$ cat config.mk
export PLATFORM = sky130hd
export DESIGN_NAME = lscp_ram
export DESIGN_NICKNAME = d
export VERILOG_FILES = /design/src/sv/lscp_ram.sv
export SDC_FILE = /design/constraint.sdc
export NUM_CORES = 1
export LEC_CHECK = 0
export BUFFER_PORTS_ARGS = -buffer_cell sky130_fd_sc_hd__buf_2
export CORE_UTILIZATION = 35
export DETAILED_ROUTE_END_ITERATION = 7
export PLACE_DENSITY = 0.53
export SLEW_MARGIN = 20
export SYNTH_ARGS = -nofsm -noshare
export SYNTH_HDL_FRONTEND = slang
export SYNTH_SLANG_ARGS = --single-unit
$ cat constraint.sdc
create_clock -name clk -period 3.3 [get_ports clk]
set_input_delay 0.33 -clock clk [delete_from_list [all_inputs] [get_ports clk]]
set_output_delay 0.33 -clock clk [all_outputs]
set_load 0.05 [all_outputs]
$ cat src/sv/lscp_ram.sv
// ----------------------------------------------------------------------------
// lscp_ram
// Generic simple dual-port RAM: one write port, one read port, registered
// read data.
// ----------------------------------------------------------------------------
module lscp_ram #(
    parameter int WIDTH = 8,
    parameter int DEPTH = 16
) (
    input  logic                     clk,
    input  logic                     we,
    input  logic [$clog2(DEPTH)-1:0] waddr,
    input  logic [WIDTH-1:0]         wdata,
    input  logic                     re,
    input  logic [$clog2(DEPTH)-1:0] raddr,
    output logic [WIDTH-1:0]         rdata
);

    logic [WIDTH-1:0] mem [DEPTH];

    always_ff @(posedge clk)
    begin
        if (we)
        begin
            mem[waddr] <= wdata;
        end
        if (re)
        begin
            rdata <= mem[raddr];
        end
    end

endmodule

# [Word level (Yosys, flattened, before mapping)]
# Memory sizes are Yosys's and may differ from the RTL's. A register that Yosys moved wholly into a read port is not among the register bits.
# Cells that the tools add are included.
[op_classes] n_mux=2
[ops] cell="$mux W1" count=2
[word_totals] output_inout_bits=8 register_bits=0 ram_bits=128 mem_count=1 word_cells=3
[mem_list] memory="mem" depth=16 word_bits=8 rd=1 rd_clocked_by_memory_dff=1 wr=1 line_no="19" rtl="logic [WIDTH-1:0] mem [DEPTH];"

# [Logic depth before layout (Yosys ltp)]
[logic_depth] word_depth=2 mapped_depth=5 ltp_nobuf=3

# [Worst setup path before layout]
# OpenSTA, ideal clock, no wires.
[synth_path] kind="input-to-reg" start="input waddr[2]" end="memory mem[0][0] (enable)" path_buffers=0 arrival_ps=1440 t_required_ps=2917 path_slack_ps=1477 setup_time_ps=383 path_stages=2 cell_sequence="or3b_2 -> nor3_1"
[synth_rtl] item="from (decl)" line_no="12" rtl="input logic [$clog2(DEPTH)-1:0] waddr,"
[synth_rtl] item="to (decl)" line_no="19"
# No word-level cell before the write port.

==> flow_summary.yaml <==
clock_network:
  cts_tree: "built"
  insertion_delay_ns: 0.41
  post_cts_resized: 0
  clock_sinks: 136
  cts_made_buffers: 17
  cts_buffer_depth: 2
  path_clk_slew_ns: 0.06
  htreeDepth: 4
  cts_hold_buf: 0
  post_cts_buffers: 0
  cts-root-buf: "clkbuf_16"
layout:
  n_fill_cell: 1280
  area_delta_synth_final_pct: 16.9
  regArea_um2: 4080
  drive_gt1_frac: 0.297
  multi_input_area_um2: 1060
  antenna_cells: 0
  post-route-util: 0.420
  fin_nets: 292
routing:
  via_count: 2421
  drtAntennaViolNets: 0
  drt-total-wl_um: 10200
  drc: 0
  drtPass1Iterations: 4
  drtIter0Drc: 203
  viasPerCell: 5.15
  drt-wirelength-per-cell_um: 21.7
sta:
  worst_pin_slew_ns: 0.971
  finalSetupViolCount: 0
  finalClockSkew_ns: 0.00796
  fin_crit_ns: 1.82
  drv_slew: 0
  post-route-period-util: 0.552
  timing.fmax_ghz: 0.549
  setup_tns_ns: 0
  timing.slew.headroom: 0.351
  hold_viol: 0
  rsz0062_at_grt: "false"
grt:
  grt.overflow.total: 0
  grt_pass1_vias: 2468
  antenna_found_initial: 0
  grt_pass1_wl_um: 15500
  grt_max_degree: 33
  grt_use_total: 0.144
floorplanning:
  ioPinCount: 27
  coreArea_um2: 14500
  die_h_um: 124
  die_w_um: 124
  initial_core_util: 0.360
  die_area_um2: 15400
  num_rows: 44
synth:
  postSynthCellCount: 229
  synth_area_per_cell_um2: 22.8
  yosysWarnings: 0
  syn_nets: 248
  synth-seq-cells: 136
  synth_cell_types: 18
  seq_area_frac_synth: 0.781
  netlist_area_um2: 5230
critical_path:
  r2r_slack_ns: 1.68
  critPathCaptureType: "register"
  critical_path_class: "in -> reg"
  crit_path_max_incr_delay_ns: 0.57
  r2r-start: "mem[3][6]$_DFFE_PP_"
  cp_num_buf_inv: 2
  cp-start-kind: "input port"
  cp.arrival_ns: 1.98
  cp_max_fo: 15
  rr_endpoint: "rdata[6]$_DFFE_PP_"
  slowest_stage: "mux4_1"
  rr_worst_depth: 3
  path_delay_family: "buffers and inverters"
  path_cells: "buf_2 -> buf_4 -> mux4_1 -> a22oi_1 -> nand2_1"
  worstPathRequired_ns: 3.46
place:
  port_buffers: 26
  place_congestion: 0.669
  dp_hpwl_um: 6310
pwr:
  intPower_w: 0.00304
  peakVddDrop_uv: 358
  p_leak_nw: 2.02
  seqPwrFrac: 0.506
  share_comb_of_total_power: 0.052
  clkPwrFrac: 0.442
  p_sw_frac: 0.213
  power_density_nw_per_um2: 633
  power_switching_w: 0.000823
hold_path:
  holdPathEnd: "rdata[6]$_DFFE_PP_"
  hold_path_depth: 1
  worstHoldPathType: "in -> reg"
  worstHoldStart: "re"
outcome:
  outcome: "finished clean"
flow_run:
  cap_violations: 0
[registers in the layout, indices dropped and copies added, names as in the netlist]
register	flops
rdata	8
mem	128
[cell usage in the layout, fill, tap and decap left out, types with 8 or more instances in the layout]
master | Yosys | final
edfxtp_1 | 136 | 136
nor2_1 | 13 | 13
buf_4 | 1 | 9
mux4_1 | 14 | 14
mux4_2 | 18 | 18
buf_2 | 3 | 26
a22oi_1 | 16 | 16
nand2_1 | 9 | 9
clkinv_2 | 0 | 8
clkbuf_16 | 0 | 17
[cells by family after synthesis]
group,Yosys count,synth area share
flip-flops,136,0.781
AO/OA/AOI/OAI,16,0.0230
buffers and inverters,10,0.0165
AND/OR/NAND/NOR,35,0.0314
multiplexers,32,0.148
[metal layers]
layer / part of all wire / GRT usage / vias to the layer above
met5: 0 / 0 / -
met4: 0.017 / 0.0652 / 0
met3: 0.073 / 0.0401 / 14
met2: 0.46 / 0.205 / 85
met1: 0.45 / 0.204 / 1256
li1: - / - / 1066
[power groups by stage]
| stage | combinational, W | clock (W) | sequential, W |
|---|---|---|---|
| 2_1_floorplan | 0.0000982 | 0 | 0.00202 |
| 4_1_cts | 0.000206 | 0.00173 | 0.00196 |
| 5_1_grt | 0.000218 | 0.00181 | 0.00196 |
| 3_3_place_gp | 0.000203 | 0 | 0.00199 |
| 3_5_place_dp | 0.000206 | 0 | 0.00199 |
| 6_report | 0.000201 | 0.00171 | 0.00196 |
[Yosys cell counts]
| master | n | area, um2 |
|---|---|---|
| nand2b_1 | 2 | 12.5 |
| mux4_1 | 14 | 368 |
| buf_2 | 3 | 15.0 |
| and2b_1 | 1 | 7.51 |
| and2_1 | 1 | 6.26 |
| nand2_1 | 9 | 33.8 |
| nor3_1 | 4 | 20.0 |
| buf_6 | 3 | 33.8 |
| clkdlybuf4s25_2 | 3 | 30.0 |
| a22oi_1 | 16 | 120 |
| nor2b_1 | 1 | 6.26 |
| nor2_1 | 13 | 48.8 |
| nand3b_1 | 2 | 15.0 |
| mux4_2 | 18 | 405 |
| nand3_1 | 1 | 5.00 |
| edfxtp_1 | 136 | 4080 |
| or3b_2 | 1 | 8.76 |
| buf_4 | 1 | 7.51 |
[per-stage QoR]
stage	total power [W]	setup WS [ns]	cell area [um2]	instances	hold WS, ns
after floorplan	0.00212	1.48	5230	229	0.429
after global placement	0.00219	1.02	5570	438	0.708
after detailed placement	0.00220	1.01	5570	438	0.701
after CTS	0.00389	1.46	6110	470	0.265
after global routing	0.00398	1.35	6110	470	0.264
final	0.00386	1.48	6110	470	0.282
[cell type report]
class	count	area share
clock inverter	14	0.0180
multi-input combinational	83	0.173
clock buffer	18	0.0703
timing repair buffer	35	0.0324
tap	184	0.0377
sequential	136	0.669
[worst max path at each step]
stage               startpoint             endpoint  slack (ns)  depth (start not counted)
global placement      raddr[0]   rdata[2]$_DFFE_PP_        1.02                          5
CTS                   raddr[0]   rdata[2]$_DFFE_PP_        1.46                          5
global route          raddr[0]   rdata[5]$_DFFE_PP_        1.35                          5
floorplan             waddr[2]  mem[0][0]$_DFFE_PP_        1.48                          2
detailed placement    raddr[0]   rdata[2]$_DFFE_PP_        1.01                          5
finish                raddr[0]   rdata[2]$_DFFE_PP_        1.48                          5
No activity file was read; power rests on OpenSTA's default activity.
