$ cat src/sv/lscp_pkg.sv
// ----------------------------------------------------------------------------
// lscp_pkg
// Shared types and constants for the slot cache policy block: request and
// response beats, the stored entry layout and the scan tracker status.
// ----------------------------------------------------------------------------
package lscp_pkg;

    localparam int NUM_SLOTS_DEF = 256;
    localparam int SLOT_IDX_W    = 12;

    localparam logic REQ_USE  = 1'b0;
    localparam logic REQ_FREE = 1'b1;

    typedef struct packed {
        logic               req_type;
        logic [31:0]        sound_key;
        logic signed [31:0] now_ticks;
    } req_t;

    typedef struct packed {
        logic [7:0]  slot_index;
        logic        hit;
        logic        evicted;
        logic [31:0] evicted_key;
        logic        action_taken;
    } rsp_t;

    typedef struct packed {
        logic               active;
        logic [31:0]        key;
        logic signed [31:0] stamp;
    } ent_t;

    typedef struct packed {
        logic                  have_match;
        logic [SLOT_IDX_W-1:0] match_idx;
        logic                  have_free;
        logic [SLOT_IDX_W-1:0] free_idx;
        logic                  have_oldest;
        logic [SLOT_IDX_W-1:0] oldest_idx;
        logic signed [31:0]    oldest_time;
        logic [31:0]           oldest_key;
        logic [31:0]           key0;
    } track_t;

endpackage

$ cat src/sv/lscp_track.sv
// ----------------------------------------------------------------------------
// lscp_track
// Scan tracker: watches entries streaming out of the entry memory and keeps
// the first key match, first free slot, strictly oldest stamp and slot 0 key.
// ----------------------------------------------------------------------------
module lscp_track
    import lscp_pkg::*;
(
    input  logic                  clk,
    input  logic                  rst_n,
    input  logic                  start,
    input  logic signed [31:0]    now_ticks,
    input  logic [31:0]           sound_key,
    input  logic                  rd_valid,
    input  logic [SLOT_IDX_W-1:0] rd_idx,
    input  ent_t                  rd_ent,
    output track_t                trk
);

    track_t trk_reg;
    track_t trk_next;

    always_comb
    begin
        trk_next = trk_reg;
        if (start)
        begin
            trk_next.have_match  = 1'b0;
            trk_next.have_free   = 1'b0;
            trk_next.have_oldest = 1'b0;
            trk_next.oldest_time = now_ticks;
        end
        else if (rd_valid)
        begin
            if (!trk_reg.have_match && rd_ent.active && (rd_ent.key == sound_key))
            begin
                trk_next.have_match = 1'b1;
                trk_next.match_idx  = rd_idx;
            end
            if (!trk_reg.have_free && !rd_ent.active)
            begin
                trk_next.have_free = 1'b1;
                trk_next.free_idx  = rd_idx;
            end
            if (rd_ent.stamp < trk_reg.oldest_time)
            begin
                trk_next.have_oldest = 1'b1;
                trk_next.oldest_idx  = rd_idx;
                trk_next.oldest_time = rd_ent.stamp;
                trk_next.oldest_key  = rd_ent.key;
            end
            if (rd_idx == '0)
            begin
                trk_next.key0 = rd_ent.key;
            end
        end
    end

    always_ff @(posedge clk or negedge rst_n)
    begin
        if (!rst_n)
        begin
            trk_reg <= '0;
        end
        else
        begin
            trk_reg <= trk_next;
        end
    end

    assign trk = trk_reg;

endmodule

$ cat config.mk
export PLATFORM = sky130hd
export DESIGN_NAME = lscp_track
export DESIGN_NICKNAME = d
export VERILOG_FILES = /design/src/sv/lscp_pkg.sv /design/src/sv/lscp_track.sv
export SDC_FILE = /design/constraint.sdc
export NUM_CORES = 1
export LEC_CHECK = 0
export BUFFER_PORTS_ARGS = -buffer_cell sky130_fd_sc_hd__buf_4
export CAP_MARGIN = 5
export CORE_AREA = 5 5 125 127
export DETAILED_ROUTE_END_ITERATION = 12
export DIE_AREA = 0 0 130 132
export PLACE_DENSITY = 0.82
export SLEW_MARGIN = 20
export SYNTH_ARGS = -nofsm -noshare
export SYNTH_HDL_FRONTEND = slang
export SYNTH_SLANG_ARGS = --single-unit
$ cat constraint.sdc
create_clock -name clk -period 8.1 [get_ports clk]
set_input_delay 1.215 -clock clk [delete_from_list [all_inputs] [get_ports clk]]
set_output_delay 1.215 -clock clk [all_outputs]
set_load 0.005 [all_outputs]
### Word level (Yosys, flattened, before mapping)

Cells that the tools add are included.

* register bits after elaboration: 135
* bits of input ports: 145
* logic and storage cells: 39

* magnitude comparators: 1
* eq/ne operators: 1
* multiplexer cells: 9
* bitwise operators: 1
* reduce and logical (&&, ||, !) cells: 18

Operators by type and width (number)
* 2-to-1 mux 135 bit: 1
* 2-to-1 mux 77 bit: 1
* 2-to-1 mux 32 bit: 2
* == test 32 bit: 1
* less-than comparator 32 bit: 1
* 2-to-1 mux 13 bit: 2
* logical NOT 12 bit: 1
* AND reduction 3 bit: 4
* nonzero test 2 bit: 4
* AND reduction 2 bit: 3
* logical AND 1 bit: 3
* logical NOT 1 bit: 3
* 2-to-1 mux 1 bit: 3
* NOT 1 bit: 1

### Logic depth before layout (Yosys ltp)

Gate-level depths: netlist of run 1.

* depth after elaboration: 6
* depth in mapped cells: 11
* depth with buffers taken out: 8

### Least setup slack after synthesis of run 1

No wires, ideal clock.

* path kind: input -> register
* start: input port rd_ent[31] (netlist name)
* end: register trk_reg (netlist bit trk[55])
* library setup time: 127 ps
* arrival: 3437 ps
* path slack: 4536 ps
* stages on the path: 10
* path buffers: 3
* cells stage by stage: ha_1 > nand4_1 > or4_1 > o22ai_1 > or3_1 > and4b_1 > clkbuf_1 > buf_6 > buf_6 > mux2_1

* word-level cells in the longest chain between the ends: 2

RTL lines
* from (decl): RTL line lscp_track.sv:16 `input ent_t rd_ent,`
* less-than comparator 32 bit: RTL line lscp_track.sv:45 `if (rd_ent.stamp < trk_reg.oldest_time)`
* AND reduction 3 bit (no line)
* to (signal assigned): RTL line lscp_track.sv:67 `trk_reg <= trk_next;`
* to (decl): RTL line lscp_track.sv:20 `track_t trk_reg;`

No other way between the ends.
A chain may end at the register's enable or synchronous reset.

### Worst setup path after layout of run 1

* start: input port rd_ent[31] (netlist name)
* end: register trk_reg (netlist bit trk[99])

Same word-level chain as after synthesis.

==> reports/qor.csv, run 1 <==
metric,value,unit
Detailed Place HPWL,15000,µm
die height,132,µm
total track usage,0.2288,
sequential power share,0.408,
Pint,1582,µW
sequential area share after synthesis,0.5310,
Inserted Clock Buffers,17,
Rows,44,
Worst slew margin,0.2915,
Worst setup EP type,register,
Synth area leader,dfrtp_1,
asr flop ratio synth,1.000,
# IOs,280,
Post-synth EDFFs,0,
Cells after Synth,490,
n_diodes,0,
status,finished clean,
Clock power frac,0.318,
die area,17160,µm²
ys flop type,dfrtp_1,
slew at the pin closest to its max-slew limit,1.057,ns
clk slew on worst S/H paths,0.06,ns
Via Count,5214,
initial core utilization,0.4445,
DR iter-0 viols,275,
Die Width,130,µm
Setup CP Type,in -> reg,
CP Max Fanout,56,
Critical Path RT,8.39,ns
post-synth cell types,34,
"commonest non-fill, non-tap cell in the layout",buf_4,
Yosys warning total,0,
post-synthesis register bit count,135,
Syn Area/Cell,12.98,µm²
crit-path max cell delay,0.66,ns
WL/cell,20.22,µm
initial antenna violation count,0,
min-delay worst type,reg -> reg,
placed inst area,8621,µm²
Fin Setup TNS,0,ns
RSZ-0062 raised after global routing,no,
final hold violation count,0,
PD cells,242.8,nW/µm²
Longest Clk Path Bufs,2,
ranking of synthesized cells by area,"dfrtp_1, mux2_2, ha_1, a221o_1, xnor2_1",
global-route wire length before repair,30640,µm
Root Buffer,clkbuf_16,
Fmax,243.8,MHz
Fin Hold WS,0.4863,ns
Area growth syn-to-layout,44.11,%
most frequent cells in the layout,"buf_4, dfrtp_1, mux2_2",
Pleak,0.004598,µW
DRT met1 WL,7268,µm
routability cong.,0.8972,
Routed Antenna Nets,0,
fin nets,948,
router iterations before antenna repair,4,
CP most frequent cell,buf_4,
"Slew Viols, Final",0,
Switching Fraction,0.2895,
critical path arrival,4.39,ns
post-synthesis cell area,6362,µm²
combinational share of power,0.275,
GRT overflow,0,
Post-CTS Setup Inserts,0,
WL final,19590,µm
WL met3,2054,µm
share of layout cells above drive strength 1,0.5185,
worst-skew pair later-pin latency,0.41,ns
net switching power,644.7,µW
Vias/cell,5.381,
largest net degree at the start of global routing,86,
Post-CTS Hold Fix Bufs,0,
Final setup viols,0,
CP max-delay cell,buf_4,
total core area,14310,µm²
number of max-cap violations,0,
CP Cell Sequence,"buf_4, ha_1, nand4_1, or4_1, o22ai_1, or3_1, and4b_4, buf_4, mux2_2",
Tmin final,4.102,ns
vias in the first global route,5777,
H-tree depth,4,
Clock Skew,0.01060,ns
max reg flops,135,
Synth top area share,0.5310,
TritonCTS clock tree,yes,
clk sinks,135,
Max VDD drop,0.1653,mV
Tcrit/Tclk final,0.5065,
finished layout cell area,9169,µm²
post-cts sizing count,0,
Startpoint Class,input port,
# DRC,0,
Port Buf Inserts,279,
metal2 WL,9756,µm
syn nets,666,
DR top layer,met4,
-- layer usage --
layer | GRT usage | vias to the layer above
met2 | 0.3782 | 268
met4 | 0.09007 | 0
li1 | - | 2333
met1 | 0.2738 | 2576
met3 | 0.07658 | 37
met5 | 0 | -
-- stage by stage --
stage	setup slack [ns]	total power (µW)	instances	utilization
finish	3.998	2227	969	0.6406
CTS	4.022	2250	969	0.6403
global placement	3.691	1504	937	0.6023
global route	3.822	2347	969	0.6406
detailed placement	3.580	1530	937	0.6023
floorplan	4.536	1141	490	-
-- synthesized netlist by cell type (all sizes together), types with 2 or more instances --
library cell,count
a21oi,12
a221o,33
a41oi,2
and2,32
buf,8
clkbuf,12
dfrtp,135
ha,31
inv,34
mux2,100
nand2,10
nand3,3
nand4,13
nor2,6
nor3,4
nor4,5
o21a,2
o21ai,5
xnor2,27
xor2,5
-- power groups by stage --
stage               Clock [µW]  Combinational, µW  Sequential, µW
CTS                        724                619             907
finish                     707                611             908
floorplan                    0                234             907
detailed placement           0                615             914
global route               757                666             924
global placement             0                596             908
-- critical path: cells and delay by family --
kind	cells	cell delay, ns
and+or+nand+nor	4	1.43
AOI/OAI and AO/OA	1	0.22
buffers and inverters	2	0.77
adders and majority gates	1	0.32
muxes	1	0.41
-- cells by family after synthesis --
kind of cell,count (synthesis),synth area share
DFF,135,0.5310
muxes,100,0.1770
and+or+nand+nor,78,0.07021
AOI/OAI and AO/OA,60,0.07847
buffers and inverters,54,0.03835
xor gates and xnor gates,32,0.04405
adders and majority gates,31,0.06096
-- worst paths after layout --
path | start | endpoint | slack [ns] | cells past startpoint
hold / removal | trk[61]$_DFFE_PN0P_ | trk[61]$_DFFE_PN0P_ | 0.49 | 1
setup / recovery | rd_ent[31] | trk[99]$_DFFE_PN0P_ | 4.00 | 9
min in group asynchronous | rst_n | trk[82]$_DFFE_PN0P_ | 0.75 | 1
setup reg to reg | trk[95]$_DFFE_PN0P_ | trk[99]$_DFFE_PN0P_ | 4.51 | 9
hold reg to reg | trk[61]$_DFFE_PN0P_ | trk[61]$_DFFE_PN0P_ | 0.49 | 1
max in group asynchronous | rst_n | trk[14]$_DFFE_PN0P_ | 6.24 | 2
-- layout make-up --
type | count | area, µm²
clock buffer | 21 | 450.4
clock inverter | 11 | 93.84
fill | 1102 | 5145
inverter | 34 | 127.6
multi-input combinational | 301 | 2756
sequential | 135 | 3378
tap | 184 | 230.2
timing repair buffer | 283 | 2132
Power figures use the tool's default switching activity.
==> run 2, diff against run 1 <==
==> constraint.sdc (replaced) <==
create_clock -name clk -period 4.1 [get_ports clk]
set_input_delay 0.615 -clock clk [delete_from_list [all_inputs] [get_ports clk]]
set_output_delay 0.615 -clock clk [all_outputs]
set_load 0.005 [all_outputs]
==> run 2 against run 1 <==
Net effect:
- sequential share of layout area decreased by 0.20 points
- sequential power increased by 97%
- final area increased by 0.55%
- clock power increased by 110%
- critical path depth unchanged
- utilization increased by 0.35 points
- via count decreased by 0.67%
- power increased by 100%
- worst setup slack got worse by 3.1 ns
- count of clock-buffer cells in the layout increased by 1
- global-route usage increased by 0.26 points
- first-iteration DRC count decreased by 1.5%
- highest routed layer unchanged
==> reports/qor.csv, run 2 (synthesis results as in run 1) <==
metric,value,unit,change
finished layout cell area,9219,µm²,+0.55%
placed inst area,8641,µm²,+0.23%
Pint,3227,µW,+100%
# IOs,280,,unchanged
Pwr Total,4478,µW,+100%
Inserted Clock Buffers,17,,unchanged
Vias/cell,5.345,,-0.67%
total core area,14310,µm²,unchanged
Port Buf Inserts,279,,unchanged
Post-CTS Hold Fix Bufs,0,,unchanged
global-route wire length before repair,30910,µm,+0.88%
RSZ-0062 raised after global routing,no,,
initial core utilization,0.4445,,unchanged
Clock power frac,0.330,,+0.012
Clock Skew,0.006726,ns,-0.003870 ns
reg2reg start,trk[95]$_DFFE_PN0P_,,
initial antenna violation count,0,,unchanged
Detailed Place HPWL,15170,µm,+1.1%
CP Max Fanout,27,,-52%
most frequent cells in the layout,"buf_4, dfrtp_1, mux2_2",,
Critical Path RT,4.39,ns,-4.00 ns
PD cells,485.8,nW/µm²,+100%
die area,17160,µm²,unchanged
Routed Antenna Nets,0,,unchanged
n_diodes,0,,unchanged
Fin Setup TNS,0,ns,unchanged
placed cell count,938,,+0.11%
Rows,44,,unchanged
die height,132,µm,unchanged
max reg flops,135,,unchanged
clk sinks,135,,unchanged
TritonCTS clock tree,yes,,
FF-to-FF End,trk[38]$_DFFE_PN0P_,,
number of max-cap violations,0,,unchanged
DR iter-0 viols,271,,-1.5%
worst-skew pair later-pin latency,0.41,ns,about the same
Post-CTS Setup Inserts,0,,unchanged
Max VDD drop,0.3218,mV,+95%
share of layout cells above drive strength 1,0.5210,,+0.002548
Fmax,310.9,MHz,
WL final,19640,µm,+0.25%
"Slew Viols, Final",0,,unchanged
H-tree depth,4,,unchanged
Worst setup EP type,register,,
Die Width,130,µm,unchanged
slew at the pin closest to its max-slew limit,1.064,ns,+0.006922 ns
Root Buffer,clkbuf_16,,
post-cts sizing count,0,,unchanged
Tcrit/Tclk final,0.7845,,
routability cong.,0.9280,,+3.4%
Via Count,5179,,-0.67%
Startpoint Class,register,,
vias in the first global route,5685,,-1.6%
Fin Hold WS,0.2573,ns,-0.2290 ns
final hold violation count,0,,unchanged
largest net degree at the start of global routing,99,,+15%
Worst slew margin,0.2868,,-0.004640
Pleak,0.004620,µW,+0.47%
sequential power share,0.401,,-0.007
combinational share of power,0.269,,-0.006
min-delay worst type,in -> async,,
Final setup viols,0,,unchanged
Tmin final,3.216,ns,
"non-filler cells, final",969,,unchanged
# DRC,0,,unchanged
total track usage,0.2314,,+0.002636
net switching power,1251,µW,+94%
status,finished clean,,
critical path arrival,3.51,ns,-0.88 ns
router iterations before antenna repair,4,,unchanged
fin nets,949,,+0.11%
R2R depth,9,,unchanged
Area growth syn-to-layout,44.90,%,
Reg2Reg Setup Slack,0.88,ns,-3.63 ns
clk slew on worst S/H paths,0.06,ns,about the same
WL/cell,20.27,µm,+0.25%
Switching Fraction,0.2794,,-0.01015
Longest Clk Path Bufs,2,,unchanged
Setup CP Type,reg -> reg,,
GRT overflow,0,,unchanged
"commonest non-fill, non-tap cell in the layout",buf_4,,
## run 2: cell count changes in the layout (fill, tap and decap cells not counted), sizes merged
cell | before | now
buf | 283 | 284
bufinv | 0 | 1
clkinvlp | 4 | 5
clkinv | 3 | 2
inv | 38 | 35
clkbuf | 21 | 22
## run 2: critical path, stage by stage (launching register included)
cell	delay, ns
dfrtp_1	0.38
inv_1	0.06
ha_1	0.31
nand4_1	0.15
or4_1	0.57
o22ai_1	0.23
or3_1	0.19
and4b_4	0.51
buf_4	0.32
mux2_2	0.36
## run 2: per-stage QoR
stage / utilization / setup slack (ns)
after floorplan: - / 1.136
after global placement: 0.6037 / 0.6607
after detailed placement: 0.6037 / 0.6146
after CTS: 0.6441 / 0.9068
after global routing: 0.6441 / 0.6981
final: 0.6441 / 0.8836
## run 2: how the worst max path moves through the flow
stage,from,to,cells past startpoint,slack [ns]
finish,trk[95]$_DFFE_PN0P_,trk[38]$_DFFE_PN0P_,9,0.88
global route,trk[95]$_DFFE_PN0P_,trk[38]$_DFFE_PN0P_,9,0.70
CTS,trk[94]$_DFFE_PN0P_,trk[38]$_DFFE_PN0P_,9,0.91
detailed placement,rd_ent[31],trk[48]$_DFFE_PN0P_,9,0.61
global placement,rd_ent[31],trk[38]$_DFFE_PN0P_,9,0.66
floorplan,rd_ent[31],trk[55]$_DFFE_PN0P_,10,1.14
## run 2: final cells by class
cell class                 count  area (µm²)
fill                        1108        5095
timing repair buffer         284        2148
clock inverter                 9       93.84
tap                          184       230.2
multi-input combinational    301        2756
clock buffer                  22       484.2
inverter                      34       127.6
sequential                   135        3378
## run 2: power by group through the flow
stage                     registers [µW]  clock network [µW]  logic (µW)
after detailed placement            1810                   0        1210
after floorplan                     1790                   0         462
after global routing                1830                1570        1320
final                               1790                1480        1210
after global placement              1800                   0        1180
after CTS                           1790                1500        1220
## run 2: per-layer routing
metal	global-route usage	wire, µm	vias up
li1	-	-	2337
met2	0.3825	9692	266
met3	0.08671	2150	39
met1	0.2716	7242	2537
met5	0	0	-
met4	0.09007	553	0
==> run 3, diff against run 2 <==
==> constraint.sdc (replaced) <==
create_clock -name clk -period 3 [get_ports clk]
set_input_delay 0.45 -clock clk [delete_from_list [all_inputs] [get_ports clk]]
set_output_delay 0.45 -clock clk [all_outputs]
set_load 0.005 [all_outputs]
==> run 3 against run 2 <==
Net effect:
- critical path depth unchanged
- power up 39%
- critical path type unchanged
- final area up 1.8%
- clock power up 41%
- largest power group unchanged
- largest cell class unchanged
- highest routed layer unchanged
- count of clock-buffer cells in the layout down 2
- non-clock buffer count up 10
- die area unchanged
- fmax up 10%
- sequential share of layout area down 0.64 points
- first-iteration DRC count down 14%
- cell count up 1.1%
- register-to-register slack worse by 0.81 ns
==> reports/qor.csv, run 3 (synthesis results as in run 1) <==
metric,value,unit,change
status,finished clean,,
Post-CTS Hold Fix Bufs,0,,unchanged
Die Width,130,µm,unchanged
# DRC,0,,unchanged
CP Max Fanout,18,,-33%
Area growth syn-to-layout,47.47,%,
Fin Setup TNS,0,ns,unchanged
final hold violation count,0,,unchanged
n_diodes,0,,unchanged
global-route wire length before repair,30410,µm,-1.6%
Rows,44,,unchanged
Longest Clk Path Bufs,2,,unchanged
Tcrit/Tclk final,0.9747,,+0.1902
crit-path max cell delay,0.59,ns,+0.02 ns
DR iter-0 viols,234,,-14%
Inserted Clock Buffers,17,,unchanged
Worst setup EP type,register,,
initial core utilization,0.4445,,unchanged
routability cong.,0.9120,,-1.7%
fin nets,959,,+1.1%
Fmax,342.0,MHz,+10%
CP max-delay cell,or4_4,,
"non-filler cells, final",980,,+1.1%
Detailed Place HPWL,15040,µm,-0.83%
critical path arrival,3.23,ns,-0.28 ns
die area,17160,µm²,unchanged
Via Count,5264,,+1.6%
initial antenna violation count,0,,unchanged
met3 Use GR,0.09319,,+0.006483
WL/cell,20.43,µm,+0.79%
total track usage,0.2280,,-0.003434
clk sinks,135,,unchanged
Worst slew margin,0.6035,,+0.3167
most frequent cells in the layout,"buf_4, dfrtp_1, mux2_2",,
finished layout cell area,9383,µm²,+1.8%
vias in the first global route,5685,,unchanged
max reg flops,135,,unchanged
fin util,0.6555,,+0.01145
largest net degree at the start of global routing,64,,-35%
GRT Max-Usage Layer,met2,,
Pleak,0.004709,µW,+1.9%
worst-skew pair later-pin latency,0.42,ns,about the same
Tmin final,2.924,ns,-0.2924 ns
PD cells,665.7,nW/µm²,+37%
CP Cell Sequence,"inv_1, ha_1, nand4_1, or4_4, o22ai_2, or3_1, and4b_4, clkbuf_16, mux2_2",,
"Slew Viols, Final",0,,unchanged
number of max-cap violations,0,,unchanged
M1 GR Usage,0.2597,,-0.01186
TritonCTS clock tree,yes,,
Final setup viols,0,,unchanged
Clock Skew,0.01053,ns,+0.003803 ns
Vias/cell,5.371,,+0.50%
# IOs,280,,unchanged
min-delay worst type,in -> async,,
share of layout cells above drive strength 1,0.5289,,+0.007875
WL final,20020,µm,+1.9%
Setup CP Type,reg -> reg,,
Port Buf Inserts,279,,unchanged
slew at the pin closest to its max-slew limit,0.5947,ns,-0.4692 ns
Routed Antenna Nets,0,,unchanged
Fin Hold WS,0.008541,ns,-0.2487 ns
Max VDD drop,0.5155,mV,+60%
total core area,14310,µm²,unchanged
H-tree depth,4,,unchanged
Critical Path RT,3.31,ns,-1.08 ns
M2 GR Usage,0.3911,,+0.008596
"commonest non-fill, non-tap cell in the layout",buf_4,,
placed inst area,8731,µm²,+1.0%
Startpoint Class,register,,
GRT overflow,0,,unchanged
die height,132,µm,unchanged
router iterations before antenna repair,5,,+1
clk slew on worst S/H paths,0.06,ns,about the same
placed cell count,945,,+0.75%
RSZ-0062 raised after global routing,no,,
Root Buffer,clkbuf_16,,
run 3: cell type report:
type	instances	area (µm²)
flip-flops and latches	135	3378
inverters	34	127.6
repair buffers	294	2296
clock inverters	12	137.6
multi-input cells	301	2766
clock buffers	20	446.7
well taps	184	230.2
fillers	1083	4931
run 3: worst paths after layout:
path,from,end,slack (ns),cells past startpoint
max,trk[93]$_DFFE_PN0P_,trk[44]$_DFFE_PN0P_,0.08,9
min,rst_n,trk[87]$_DFFE_PN0P_,0.009,1
max reg2reg,trk[93]$_DFFE_PN0P_,trk[44]$_DFFE_PN0P_,0.08,9
min reg2reg,trk[60]$_DFFE_PN0P_,trk[60]$_DFFE_PN0P_,0.49,1
max in group asynchronous,rst_n,trk[12]$_DFFE_PN0P_,2.26,2
min in group clk,rd_ent[55],trk[55]$_DFFE_PN0P_,0.26,2
run 3: metrics by stage:
step / worst slack [ns] / power, µW
floorplan: 0.2006 / 3081
global placement: 0.02243 / 4087
detailed placement: -0.02971 / 4156
CTS: 0.09762 / 6278
global route: 0.004409 / 6552
finish: 0.07599 / 6246
run 3: routing by layer:
metal,vias up,part of all wire
met1,2591,0.37
met2,288,0.51
met3,27,0.11
met5,-,0
met4,0,0.015
li1,2358,-
run 3: report_power, final:
| group | switching (µW) | internal [µW] | leakage, µW |
|---|---|---|---|
| logic | 676 | 1020 | 0.00272 |
| clock network | 833 | 1260 | 0.000283 |
| registers | 258 | 2200 | 0.00170 |
run 3: repair_timing:
action / 4_1_cts / 5_1_grt
endpoints found under the setup margin: 0 / 44
resized for setup: 0 / 2
buffers inserted: 0 / 1
run 3: worst max-delay path: cells and delay by family (launching register included):
family                   cells  cell delay [ns]
AO/OA/AOI/OAI                1             0.21
adder cells (fa/ha/maj)      1             0.29
buffers and inverters        2             0.31
flip-flops                   1             0.40
multiplexers                 1             0.34
AND/OR/NAND/NOR              4             1.25
